$ cat config.mk
export PLATFORM = sky130hd
export DESIGN_NAME = energy_speech_segmenter
export DESIGN_NICKNAME = d
export VERILOG_FILES = /design/src/rtl/esseg_pkg.sv /design/src/rtl/esseg_front.sv /design/src/rtl/esseg_queue.sv /design/src/rtl/esseg_back.sv /design/src/rtl/energy_speech_segmenter.sv
export SDC_FILE = /design/constraint.sdc
export NUM_CORES = 2
export LEC_CHECK = 0
export BUFFER_PORTS_ARGS = -buffer_cell sky130_fd_sc_hd__buf_2
export CORE_MARGIN = 5
export CORE_UTILIZATION = 35
export CTS_CLUSTER_SIZE = 10
export DETAILED_ROUTE_END_ITERATION = 7
export PLACE_DENSITY = 0.47
export SETUP_SLACK_MARGIN = 0.4
export SYNTH_ARGS = -nofsm -noshare
export SYNTH_HDL_FRONTEND = slang
export SYNTH_SLANG_ARGS = --single-unit
$ cat constraint.sdc
create_clock -name clk -period 6.3 [get_ports clk]
set_clock_uncertainty 0.05 [all_clocks]
set_input_delay 0.63 -clock clk [delete_from_list [all_inputs] [get_ports clk]]
set_output_delay 0.63 -clock clk [all_outputs]
set_load 0.01 [all_outputs]
$ cat src/rtl/esseg_pkg.sv
// ----------------------------------------------------------------------------
// esseg_pkg
// shared constants, codes and types of the energy speech segmenter
// ----------------------------------------------------------------------------
package esseg_pkg;

	// default largest packet, in samples
	localparam int unsigned PACKET_MAX_DEF  = 4096;
	// depth of the packet queue between front and back
	localparam int unsigned QUEUE_DEPTH_DEF = 4;
	// sample width the energy path is built for
	localparam int unsigned SAMPLE_BITS     = 16;

	localparam int unsigned SAMPLE_W  = 16;
	localparam int unsigned THR_W     = 16;
	localparam int unsigned TCFG_W    = 24;
	localparam int unsigned TIME_W    = 25;
	localparam int unsigned LEN_W     = 26;
	localparam int unsigned CFG_W     = 24;
	localparam int unsigned CFG_IDX_W = 2;
	localparam int unsigned SQ_W      = 31;
	localparam int unsigned THR_SQ_W  = 32;
	localparam int unsigned S_DATA_W  = 24;
	localparam int unsigned M_DATA_W  = 32;

	// register reset values
	localparam logic [THR_W-1:0]  THR_RST     = 16'd9830;
	localparam logic [TCFG_W-1:0] TIMEOUT_RST = 24'd96000;
	localparam logic [TCFG_W-1:0] MIN_RST     = 24'd48000;
	localparam logic [TCFG_W-1:0] MAX_RST     = 24'd1440000;

	typedef enum logic [CFG_IDX_W-1:0] {
		REG_THRESHOLD,
		REG_TIMEOUT,
		REG_MIN_SPEECH,
		REG_MAX_SPEECH
	} reg_idx_t;

	typedef enum logic [2:0] {
		EV_NONE,
		EV_KEPT,
		EV_DROPPED,
		EV_FORCED,
		EV_FLUSHED
	} seg_event_t;

	// timing registers seen by the back end
	typedef struct packed {
		logic [TCFG_W-1:0] silence_timeout;
		logic [TCFG_W-1:0] min_speech;
		logic [TCFG_W-1:0] max_speech;
	} seg_cfg_t;

	typedef struct packed {
		logic                 packet_silent;
		logic                 in_speech;
		seg_event_t           segment_event;
		logic [LEN_W-1:0]     segment_length;
	} seg_result_t;

endpackage

$ cat src/rtl/esseg_front.sv
// ----------------------------------------------------------------------------
// esseg_front
// squares samples, gathers packet energy and threshold limit, pushes packet ends
// ----------------------------------------------------------------------------
module esseg_front #(
	parameter int unsigned PACKET_MAX = esseg_pkg::PACKET_MAX_DEF,
	parameter int unsigned CW = $clog2(PACKET_MAX + 1),
	parameter int unsigned EW = esseg_pkg::SQ_W + $clog2(PACKET_MAX),
	parameter int unsigned LW = esseg_pkg::THR_SQ_W + $clog2(PACKET_MAX)
) (
	input  logic                                clk,
	input  logic                                arst_n,
	input  logic                                in_valid,
	output logic                                in_ready,
	input  logic                                in_flush,
	input  logic signed [esseg_pkg::SAMPLE_W-1:0] in_sample,
	input  logic                                in_last,
	input  logic                                in_src_silent,
	input  logic [esseg_pkg::THR_W-1:0]         thr,
	input  logic                                q_full,
	output logic                                push,
	output logic                                push_flush,
	output logic                                push_src_silent,
	output logic [CW-1:0]                       push_count,
	output logic [EW-1:0]                       push_energy,
	output logic [LW-1:0]                       push_limit
);

	localparam int unsigned TSW = esseg_pkg::THR_SQ_W;

	logic [esseg_pkg::THR_SQ_W-1:0] thr_sq_q;
	logic signed [31:0]             sample_sq;
	logic                           valid_s1;
	logic                           flush_s1;
	logic                           last_s1;
	logic                           src_s1;
	logic [esseg_pkg::SQ_W-1:0]     sq_s1;
	logic [EW-1:0]                  energy_q;
	logic [LW-1:0]                  limit_q;
	logic [CW-1:0]                  count_q;
	logic [CW-1:0]                  count_nx;
	logic [EW-1:0]                  energy_nx;
	logic [LW-1:0]                  limit_nx;
	logic                           ends_s1;
	logic                           adv_s1;

	assign sample_sq = 32'(in_sample) * 32'(in_sample);

	always_ff @(posedge clk) begin
		thr_sq_q <= TSW'(thr) * TSW'(thr);
	end

	assign count_nx  = count_q + CW'(1);
	assign energy_nx = energy_q + EW'(sq_s1);
	assign limit_nx  = limit_q + LW'(thr_sq_q);
	assign ends_s1   = flush_s1 || last_s1 || (count_nx == CW'(PACKET_MAX));
	assign adv_s1    = !valid_s1 || !ends_s1 || !q_full;
	assign in_ready  = adv_s1;

	assign push            = valid_s1 && ends_s1 && !q_full;
	assign push_flush      = flush_s1;
	assign push_src_silent = src_s1;
	assign push_count      = count_nx;
	assign push_energy     = energy_nx;
	assign push_limit      = limit_nx;

	// square stage, payload only
	always_ff @(posedge clk) begin
		if (in_valid && adv_s1) begin
			flush_s1 <= in_flush;
			last_s1  <= in_last;
			src_s1   <= in_src_silent;
			if (esseg_pkg::SAMPLE_BITS == 16) begin
				sq_s1 <= sample_sq[esseg_pkg::SQ_W-1:0];
			end else begin
				sq_s1 <= '0;
			end
		end
	end

	always_ff @(posedge clk or negedge arst_n) begin
		if (!arst_n) begin
			valid_s1 <= 1'b0;
			energy_q <= '0;
			limit_q  <= '0;
			count_q  <= '0;
		end else begin
			if (adv_s1) begin
				valid_s1 <= in_valid;
			end
			if (valid_s1 && adv_s1) begin
				if (ends_s1) begin
					energy_q <= '0;
					limit_q  <= '0;
					count_q  <= '0;
				end else begin
					energy_q <= energy_nx;
					limit_q  <= limit_nx;
					count_q  <= count_nx;
				end
			end
		end
	end

endmodule

$ cat src/rtl/esseg_queue.sv
// ----------------------------------------------------------------------------
// esseg_queue
// small register queue of finished packets between front and back
// ----------------------------------------------------------------------------
module esseg_queue #(
	parameter int unsigned W     = 8,
	parameter int unsigned DEPTH = esseg_pkg::QUEUE_DEPTH_DEF
) (
	input  logic         clk,
	input  logic         arst_n,
	input  logic         push,
	input  logic [W-1:0] push_data,
	output logic         full,
	input  logic         pop,
	output logic [W-1:0] pop_data,
	output logic         empty
);

	localparam int unsigned PW = (DEPTH > 1) ? $clog2(DEPTH) : 1;
	localparam int unsigned NW = $clog2(DEPTH + 1);

	logic [W-1:0]  entry_q [DEPTH];
	logic [PW-1:0] wr_q;
	logic [PW-1:0] rd_q;
	logic [NW-1:0] fill_q;

	assign full     = (fill_q == NW'(DEPTH));
	assign empty    = (fill_q == '0);
	assign pop_data = entry_q[rd_q];

	always_ff @(posedge clk) begin
		if (push) begin
			entry_q[wr_q] <= push_data;
		end
	end

	always_ff @(posedge clk or negedge arst_n) begin
		if (!arst_n) begin
			wr_q   <= '0;
			rd_q   <= '0;
			fill_q <= '0;
		end else begin
			if (push) begin
				wr_q <= (wr_q == PW'(DEPTH - 1)) ? '0 : wr_q + PW'(1);
			end
			if (pop) begin
				rd_q <= (rd_q == PW'(DEPTH - 1)) ? '0 : rd_q + PW'(1);
			end
			case ({push, pop})
				2'b10:   fill_q <= fill_q + NW'(1);
				2'b01:   fill_q <= fill_q - NW'(1);
				default: fill_q <= fill_q;
			endcase
		end
	end

endmodule

$ cat src/rtl/esseg_back.sv
// ----------------------------------------------------------------------------
// esseg_back
// judges each packet, runs the speech/silence tracker, holds the result
// ----------------------------------------------------------------------------
module esseg_back #(
	parameter int unsigned CW = 13,
	parameter int unsigned EW = 43,
	parameter int unsigned LW = 44
) (
	input  logic                   clk,
	input  logic                   arst_n,
	input  logic                   q_empty,
	output logic                   pop,
	input  logic                   e_flush,
	input  logic                   e_src_silent,
	input  logic [CW-1:0]          e_count,
	input  logic [EW-1:0]          e_energy,
	input  logic [LW-1:0]          e_limit,
	input  esseg_pkg::seg_cfg_t    cfg,
	output logic                   res_valid,
	input  logic                   res_ready,
	output esseg_pkg::seg_result_t res
);

	localparam int unsigned TW = esseg_pkg::TIME_W;
	localparam int unsigned SW = esseg_pkg::LEN_W;

	logic                    open_q;
	logic [TW-1:0]           sil_q;
	logic [TW-1:0]           sp_q;
	logic [SW-1:0]           seg_q;
	logic                    out_valid_q;
	esseg_pkg::seg_result_t  out_q;

	logic                    silent;
	logic [TW:0]             sil_sum;
	logic [TW:0]             sp_sum;
	logic [SW:0]             seg_sum;
	logic [TW-1:0]           sil_sat;
	logic [TW-1:0]           sp_sat;
	logic [SW-1:0]           seg_sat;
	logic                    open_n;
	logic [TW-1:0]           sil_n;
	logic [TW-1:0]           sp_n;
	logic [SW-1:0]           seg_n;
	logic                    emit;
	esseg_pkg::seg_result_t  res_n;

	assign pop = !q_empty && (!out_valid_q || res_ready);

	assign silent  = e_src_silent || (LW'(e_energy) < e_limit);
	assign sil_sum = {1'b0, sil_q} + (TW + 1)'(e_count);
	assign sp_sum  = {1'b0, sp_q} + (TW + 1)'(e_count);
	assign seg_sum = {1'b0, seg_q} + (SW + 1)'(e_count);
	assign sil_sat = sil_sum[TW] ? '1 : sil_sum[TW-1:0];
	assign sp_sat  = sp_sum[TW] ? '1 : sp_sum[TW-1:0];
	assign seg_sat = seg_sum[SW] ? '1 : seg_sum[SW-1:0];

	always_comb begin
		open_n = open_q;
		sil_n  = sil_q;
		sp_n   = sp_q;
		seg_n  = seg_sat;
		emit   = 1'b1;
		res_n.packet_silent  = silent;
		res_n.in_speech      = 1'b0;
		res_n.segment_event  = esseg_pkg::EV_NONE;
		res_n.segment_length = '0;
		if (e_flush) begin
			emit = open_q && (sp_q >= TW'(cfg.min_speech));
			res_n.packet_silent  = 1'b0;
			res_n.segment_event  = esseg_pkg::EV_FLUSHED;
			res_n.segment_length = seg_q;
			open_n = 1'b0;
			sil_n  = '0;
			sp_n   = '0;
			seg_n  = '0;
		end else if (silent) begin
			sil_n = sil_sat;
			if (open_q && (sil_sat >= TW'(cfg.silence_timeout))) begin
				res_n.segment_event  = (sp_q >= TW'(cfg.min_speech)) ?
					esseg_pkg::EV_KEPT : esseg_pkg::EV_DROPPED;
				res_n.segment_length = seg_sat;
				seg_n  = '0;
				open_n = 1'b0;
				sp_n   = '0;
			end
		end else begin
			sil_n = '0;
			if (!open_q) begin
				open_n = 1'b1;
				sp_n   = '0;
			end else if (sp_sat >= TW'(cfg.max_speech)) begin
				res_n.segment_event  = esseg_pkg::EV_FORCED;
				res_n.segment_length = seg_sat;
				seg_n  = '0;
				open_n = 1'b0;
				sp_n   = '0;
			end else begin
				sp_n = sp_sat;
			end
		end
		if (!e_flush) begin
			res_n.in_speech = open_n;
		end
	end

	always_ff @(posedge clk) begin
		if (pop) begin
			out_q <= res_n;
		end
	end

	always_ff @(posedge clk or negedge arst_n) begin
		if (!arst_n) begin
			open_q      <= 1'b0;
			sil_q       <= '0;
			sp_q        <= '0;
			seg_q       <= '0;
			out_valid_q <= 1'b0;
		end else begin
			if (pop) begin
				open_q      <= open_n;
				sil_q       <= sil_n;
				sp_q        <= sp_n;
				seg_q       <= seg_n;
				out_valid_q <= emit;
			end else if (res_ready) begin
				out_valid_q <= 1'b0;
			end
		end
	end

	assign res_valid = out_valid_q;
	assign res       = out_q;

endmodule

$ cat src/rtl/energy_speech_segmenter.sv
// ----------------------------------------------------------------------------
// energy_speech_segmenter
// energy-based speech segmenter over a stream of 16-bit pcm samples
// ----------------------------------------------------------------------------
// Takes one sample transaction per clock unless stalled. The front end squares
// each sample in one multiplier stage and adds it into the packet energy, and
// in parallel adds threshold squared into a limit, so the rms test at the
// packet end is a single compare of energy against limit. Finished packets and
// end-of-stream flushes go through a four-entry queue to the back end, which
// runs the speech/silence tracker and retires one queue entry per clock into
// an output register while that register is free or being read. With the
// queue empty and the output free, a packet's result goes from the square
// stage register through the queue entry into the output register.
// Input stalls only when the queue is full, which happens only while m_tready
// is held low. Sample transactions that do not end a packet give no result; a
// flush gives a result only when an open segment has reached min_speech.
// Configuration writes take effect on the next clock, the squared threshold
// after a further register, and are meant for an idle block.
// ----------------------------------------------------------------------------
module energy_speech_segmenter #(
	parameter int unsigned PACKET_MAX  = esseg_pkg::PACKET_MAX_DEF,
	parameter int unsigned QUEUE_DEPTH = esseg_pkg::QUEUE_DEPTH_DEF
) (
	input  logic                              clk,
	input  logic                              arst_n,
	// sample stream
	input  logic                              s_tvalid,
	output logic                              s_tready,
	input  logic [esseg_pkg::S_DATA_W-1:0]    s_tdata,   // sample[15:0], source_silent[16], zero pad
	input  logic                              s_tlast,   // last_in_packet
	input  logic                              s_tuser,   // kind: 0 sample, 1 end-of-stream flush
	// result stream
	output logic                              m_tvalid,
	input  logic                              m_tready,
	output logic [esseg_pkg::M_DATA_W-1:0]    m_tdata,   // packet_silent[0], in_speech[1],
	                                                     // segment_event[4:2], segment_length[30:5]
	// configuration writes
	input  logic                              cfg_we,
	input  logic [esseg_pkg::CFG_IDX_W-1:0]   cfg_index,
	input  logic [esseg_pkg::CFG_W-1:0]       cfg_data
);

	// widths of the packet sample count, energy sum and threshold limit
	localparam int unsigned CW = $clog2(PACKET_MAX + 1);
	localparam int unsigned EW = esseg_pkg::SQ_W + $clog2(PACKET_MAX);
	localparam int unsigned LW = esseg_pkg::THR_SQ_W + $clog2(PACKET_MAX);
	localparam int unsigned QW = 2 + CW + EW + LW;

	logic [esseg_pkg::THR_W-1:0] thr_q;
	esseg_pkg::seg_cfg_t         cfg_q;

	logic                        push;
	logic                        push_flush;
	logic                        push_src_silent;
	logic [CW-1:0]               push_count;
	logic [EW-1:0]               push_energy;
	logic [LW-1:0]               push_limit;
	logic                        q_full;
	logic                        q_empty;
	logic                        pop;
	logic [QW-1:0]               q_wdata;
	logic [QW-1:0]               q_rdata;
	esseg_pkg::seg_result_t      res;

	// configuration registers, reset to their documented defaults
	always_ff @(posedge clk or negedge arst_n) begin
		if (!arst_n) begin
			thr_q                 <= esseg_pkg::THR_RST;
			cfg_q.silence_timeout <= esseg_pkg::TIMEOUT_RST;
			cfg_q.min_speech      <= esseg_pkg::MIN_RST;
			cfg_q.max_speech      <= esseg_pkg::MAX_RST;
		end else if (cfg_we) begin
			case (esseg_pkg::reg_idx_t'(cfg_index))
				esseg_pkg::REG_THRESHOLD:  thr_q <= cfg_data[esseg_pkg::THR_W-1:0];
				esseg_pkg::REG_TIMEOUT:    cfg_q.silence_timeout <= cfg_data;
				esseg_pkg::REG_MIN_SPEECH: cfg_q.min_speech <= cfg_data;
				esseg_pkg::REG_MAX_SPEECH: cfg_q.max_speech <= cfg_data;
				default: ;
			endcase
		end
	end

	// front end: square, accumulate, detect packet end
	esseg_front #(
		.PACKET_MAX (PACKET_MAX),
		.CW         (CW),
		.EW         (EW),
		.LW         (LW)
	) u_front (
		.clk             (clk),
		.arst_n          (arst_n),
		.in_valid        (s_tvalid),
		.in_ready        (s_tready),
		.in_flush        (s_tuser),
		.in_sample       (s_tdata[esseg_pkg::SAMPLE_W-1:0]),
		.in_last         (s_tlast),
		.in_src_silent   (s_tdata[esseg_pkg::SAMPLE_W]),
		.thr             (thr_q),
		.q_full          (q_full),
		.push            (push),
		.push_flush      (push_flush),
		.push_src_silent (push_src_silent),
		.push_count      (push_count),
		.push_energy     (push_energy),
		.push_limit      (push_limit)
	);

	// queue entry: limit, energy, count, source silent flag, flush flag
	assign q_wdata = {push_limit, push_energy, push_count, push_src_silent, push_flush};

	esseg_queue #(
		.W     (QW),
		.DEPTH (QUEUE_DEPTH)
	) u_queue (
		.clk       (clk),
		.arst_n    (arst_n),
		.push      (push),
		.push_data (q_wdata),
		.full      (q_full),
		.pop       (pop),
		.pop_data  (q_rdata),
		.empty     (q_empty)
	);

	// back end: packet judgment and segment tracking
	esseg_back #(
		.CW (CW),
		.EW (EW),
		.LW (LW)
	) u_back (
		.clk          (clk),
		.arst_n       (arst_n),
		.q_empty      (q_empty),
		.pop          (pop),
		.e_flush      (q_rdata[0]),
		.e_src_silent (q_rdata[1]),
		.e_count      (q_rdata[2 +: CW]),
		.e_energy     (q_rdata[2 + CW +: EW]),
		.e_limit      (q_rdata[2 + CW + EW +: LW]),
		.cfg          (cfg_q),
		.res_valid    (m_tvalid),
		.res_ready    (m_tready),
		.res          (res)
	);

	// result packing, zero pad in the top bit
	assign m_tdata = {1'b0, res.segment_length, res.segment_event, res.in_speech,
		res.packet_silent};

endmodule

==> reports/metrics.yaml <==
run_status: "complete, no violations"
total_detailed_routing_wirelength_um: 128500
max-slew-margin-rel: 0.2762
r2r_cells: 25
drtIter0Drc: 1661
placement.io_buffers: 82
groute.usage.overall: 0.1605
number_of_flops_mapped_to_enable_cells_by_yosys: 472
worst_ep_required_time_ps: 6850
cts-buffers-inserted: 95
worst_hold_path_type: "input pin to register"
detail_route.wl_per_cell_um: 17.84
finalSetupViolCount: 0
layout_common_cells: "688 x sky130_fd_sc_hd__inv_1, 472 x sky130_fd_sc_hd__edfxtp_1, 379 x sky130_fd_sc_hd__fa_1"
reg2reg_to: "u_front.thr_sq_q[25]"
die_y_um: 400.9
synth_seq_area_share: 0.4055
worst-slew-pin-transition_ps: 1086
yosys_warnings: 0
number_of_global_route_vias_before_repair: 37240
grt_busiest_layer: "met2"
chipWidth_um: 400.9
ys_async_sr_fraction: 0.3526
max_cap_viol_count: 0
startpoint_type: "register"
detailedRoute.firstPassIterationCount: 5
die-area_sq_um: 160700
post-route-drc-count: 0
gpl.final_weighted_congestion: 0.8001
synth.cell_area_sq_um: 53480
syn_to_final_growth_pct: 18.41
grt_max_degree: 154
worstPathArrival_ps: 6620
dr_total_vias: 35520
cts.sink_count: 777
share_of_the_cycle_needed_by_the_critical_path_after_routing: 0.9634
critPathKind: "register to register"
row_count: 143
cp_common_cell: "sky130_fd_sc_hd__inv_2"
count_of_state_elements_after_synthesis: 777
effective_utilization_at_floorplan: 0.3521
grt_util_met2: 0.2572
clock_insertion_delay_worst_skew_ps: 700
final-hold-violation-count: 0
drt-vias-per-instance: 4.931
dp.final_hpwl_um: 93720
rr_startpoint: "thr_q[9]"
critPathCaptureType: "register"
grt.met1_usage: 0.2353
ioPinCount: 91
antenna_violating_nets_post_route: 0
layout_min_cycle_time_ps: 6069
max_fanout_on_critical_path: 5
clock_tree_from_tritoncts: "done"
cp_slowest_cell: "sky130_fd_sc_hd__dfstp_2"
hold-path-cell-count: 1
min_delay_startpoint: "s_tdata[16]"
timing.reg2reg.setup_slack_ps: 230
cpPeakStageDelay_ps: 650
design.final.nets: 5951
min_delay_worst_endpoint: "u_front.push_src_silent"
syn_nets: 5541
layout.cells.most_common: "sky130_fd_sc_hd__inv_1"
core_region_area_sq_um: 151900
ctsLongestPathBuffers: 3
groute.layer.met3.usage: 0.02268
tns_ps: 0
grt_first_pass_wirelength_um: 209400
rsz0062_at_grt: "true"
max_freq_ghz: 0.1648
syn_area_per_cell_sq_um: 11.43
cts_h_tree_depth: 3
cts.clk_slew.worst_paths_ps: 60
fin_worst_hold_slack_ps: 88.52
clock_tree.root_cell: "sky130_fd_sc_hd__clkbuf_16"
antenna_found_initial: 1
overflow: 0
layout-drive-gt1-share: 0.2063
gate_count_of_the_mapped_netlist: 4680
postSynth.topFlopCell: "sky130_fd_sc_hd__edfxtp_1"
report.final.slew_viol_count: 0
ys_types: 95
==> metrics by stage <==
stage	setup slack [ps]	utilization	instances	instance area, sq um
final	230.5	0.4169	7203	63320
after floorplan	393.7	-	4680	53930
after CTS	198.7	0.4113	7176	62480
after global placement	-170.1	0.3866	6952	58730
after detailed placement	-151.5	0.3866	6952	58730
after global routing	-9.964	0.4169	7202	63320
==> worst max-delay path, delay by kind of cell, from the launching register on <==
family / cells / cell delay, ps
compound gates: 8 / 1210
xor+xnor: 1 / 130
fa+ha+maj: 7 / 3220
buf+inv: 8 / 490
flops: 1 / 650
simple gates: 1 / 190
==> per-layer routing <==
metal  share of wire  vias up
li1                -    17110
met1            0.49    17820
met2            0.46      468
met3           0.032      130
met4           0.017        0
met5               0        -
==> cell families (layout without fill, tap and decap cells) <==
logic type / count (synthesis) / count (layout) / synth area share
flip-flops: 777 / 777 / 0.4055
buffers and inverters: 869 / 1359 / 0.06169
multiplexers: 191 / 191 / 0.06064
XOR/XNOR: 195 / 195 / 0.03194
other: 1 / 2 / 0.00007012
AO/OA/AOI/OAI: 851 / 851 / 0.1069
adder cells (fa/ha/maj): 804 / 804 / 0.2441
AND/OR/NAND/NOR: 992 / 994 / 0.08914
==> registers in the layout, indices dropped and copies added (netlist names), 16 cells and up <==
register and flops:
u_back.sil_q 25, u_front.energy_q 43, u_back.sp_q 25, cfg_q 72, u_front.sq_s1 30, u_back.res 31
thr_q 16, u_queue.entry_q 408, u_front.limit_q 44, u_front.thr_sq_q 31, u_back.seg_q 26
==> Yosys cell counts (68+ instances only) <==
cell type                  instances  area share
sky130_fd_sc_hd__inv_1           716       0.050
sky130_fd_sc_hd__xnor2_1         143       0.023
sky130_fd_sc_hd__mux2_2           90       0.019
sky130_fd_sc_hd__and2_1           97       0.011
sky130_fd_sc_hd__edfxtp_1        472        0.27
sky130_fd_sc_hd__mux4_2           97       0.041
sky130_fd_sc_hd__fa_1            399        0.15
sky130_fd_sc_hd__nor2_1          173       0.012
sky130_fd_sc_hd__a21o_1           68      0.0095
sky130_fd_sc_hd__dfrtp_1         244        0.11
sky130_fd_sc_hd__ha_1            405       0.095
sky130_fd_sc_hd__a21oi_1         228       0.021
sky130_fd_sc_hd__clkbuf_1        115      0.0081
sky130_fd_sc_hd__a22o_1          109       0.018
sky130_fd_sc_hd__o21ai_0         167       0.016
sky130_fd_sc_hd__nand2_1         377       0.026
sky130_fd_sc_hd__nand3_1          69      0.0065
==> area by class of cell <==
type | count | area [sq um]
clock inverters | 20 | 252.7
repair buffers | 460 | 3734
clock buffers | 159 | 2688
diodes | 1 | 2.502
flip-flops and latches | 777 | 21700
well taps | 2030 | 2540
multi-input cells | 3036 | 29700
fillers | 14520 | 88580
inverters | 720 | 2706
==> worst max-delay path by stage <==
stage | cells past startpoint | slack, ps | startpoint | to
after floorplan | 24 | 390 | thr_q[10] | u_front.thr_sq_q[31]
after global placement | 24 | -170 | s_tdata[5] | u_front.sq_s1[27]
after detailed placement | 24 | -150 | s_tdata[5] | u_front.sq_s1[27]
after CTS | 22 | 200 | thr_q[9] | u_front.thr_sq_q[30]
after global routing | 22 | -10 | thr_q[6] | u_front.thr_sq_q[30]
final | 25 | 230 | thr_q[9] | u_front.thr_sq_q[25]
==> timing repair <==
action	4_1_cts	5_1_grt
setup endpoints to repair	89	92
hold endpoints to repair	80	0
gates resized for setup	117	146
setup buffers	43	23
hold buffers	1	0
pin swaps	124	83
cloned	1	3
Power is left out: the tool's default activity adds up to more than one toggle a clock period on the data nets, which glitch-free logic cannot reach.
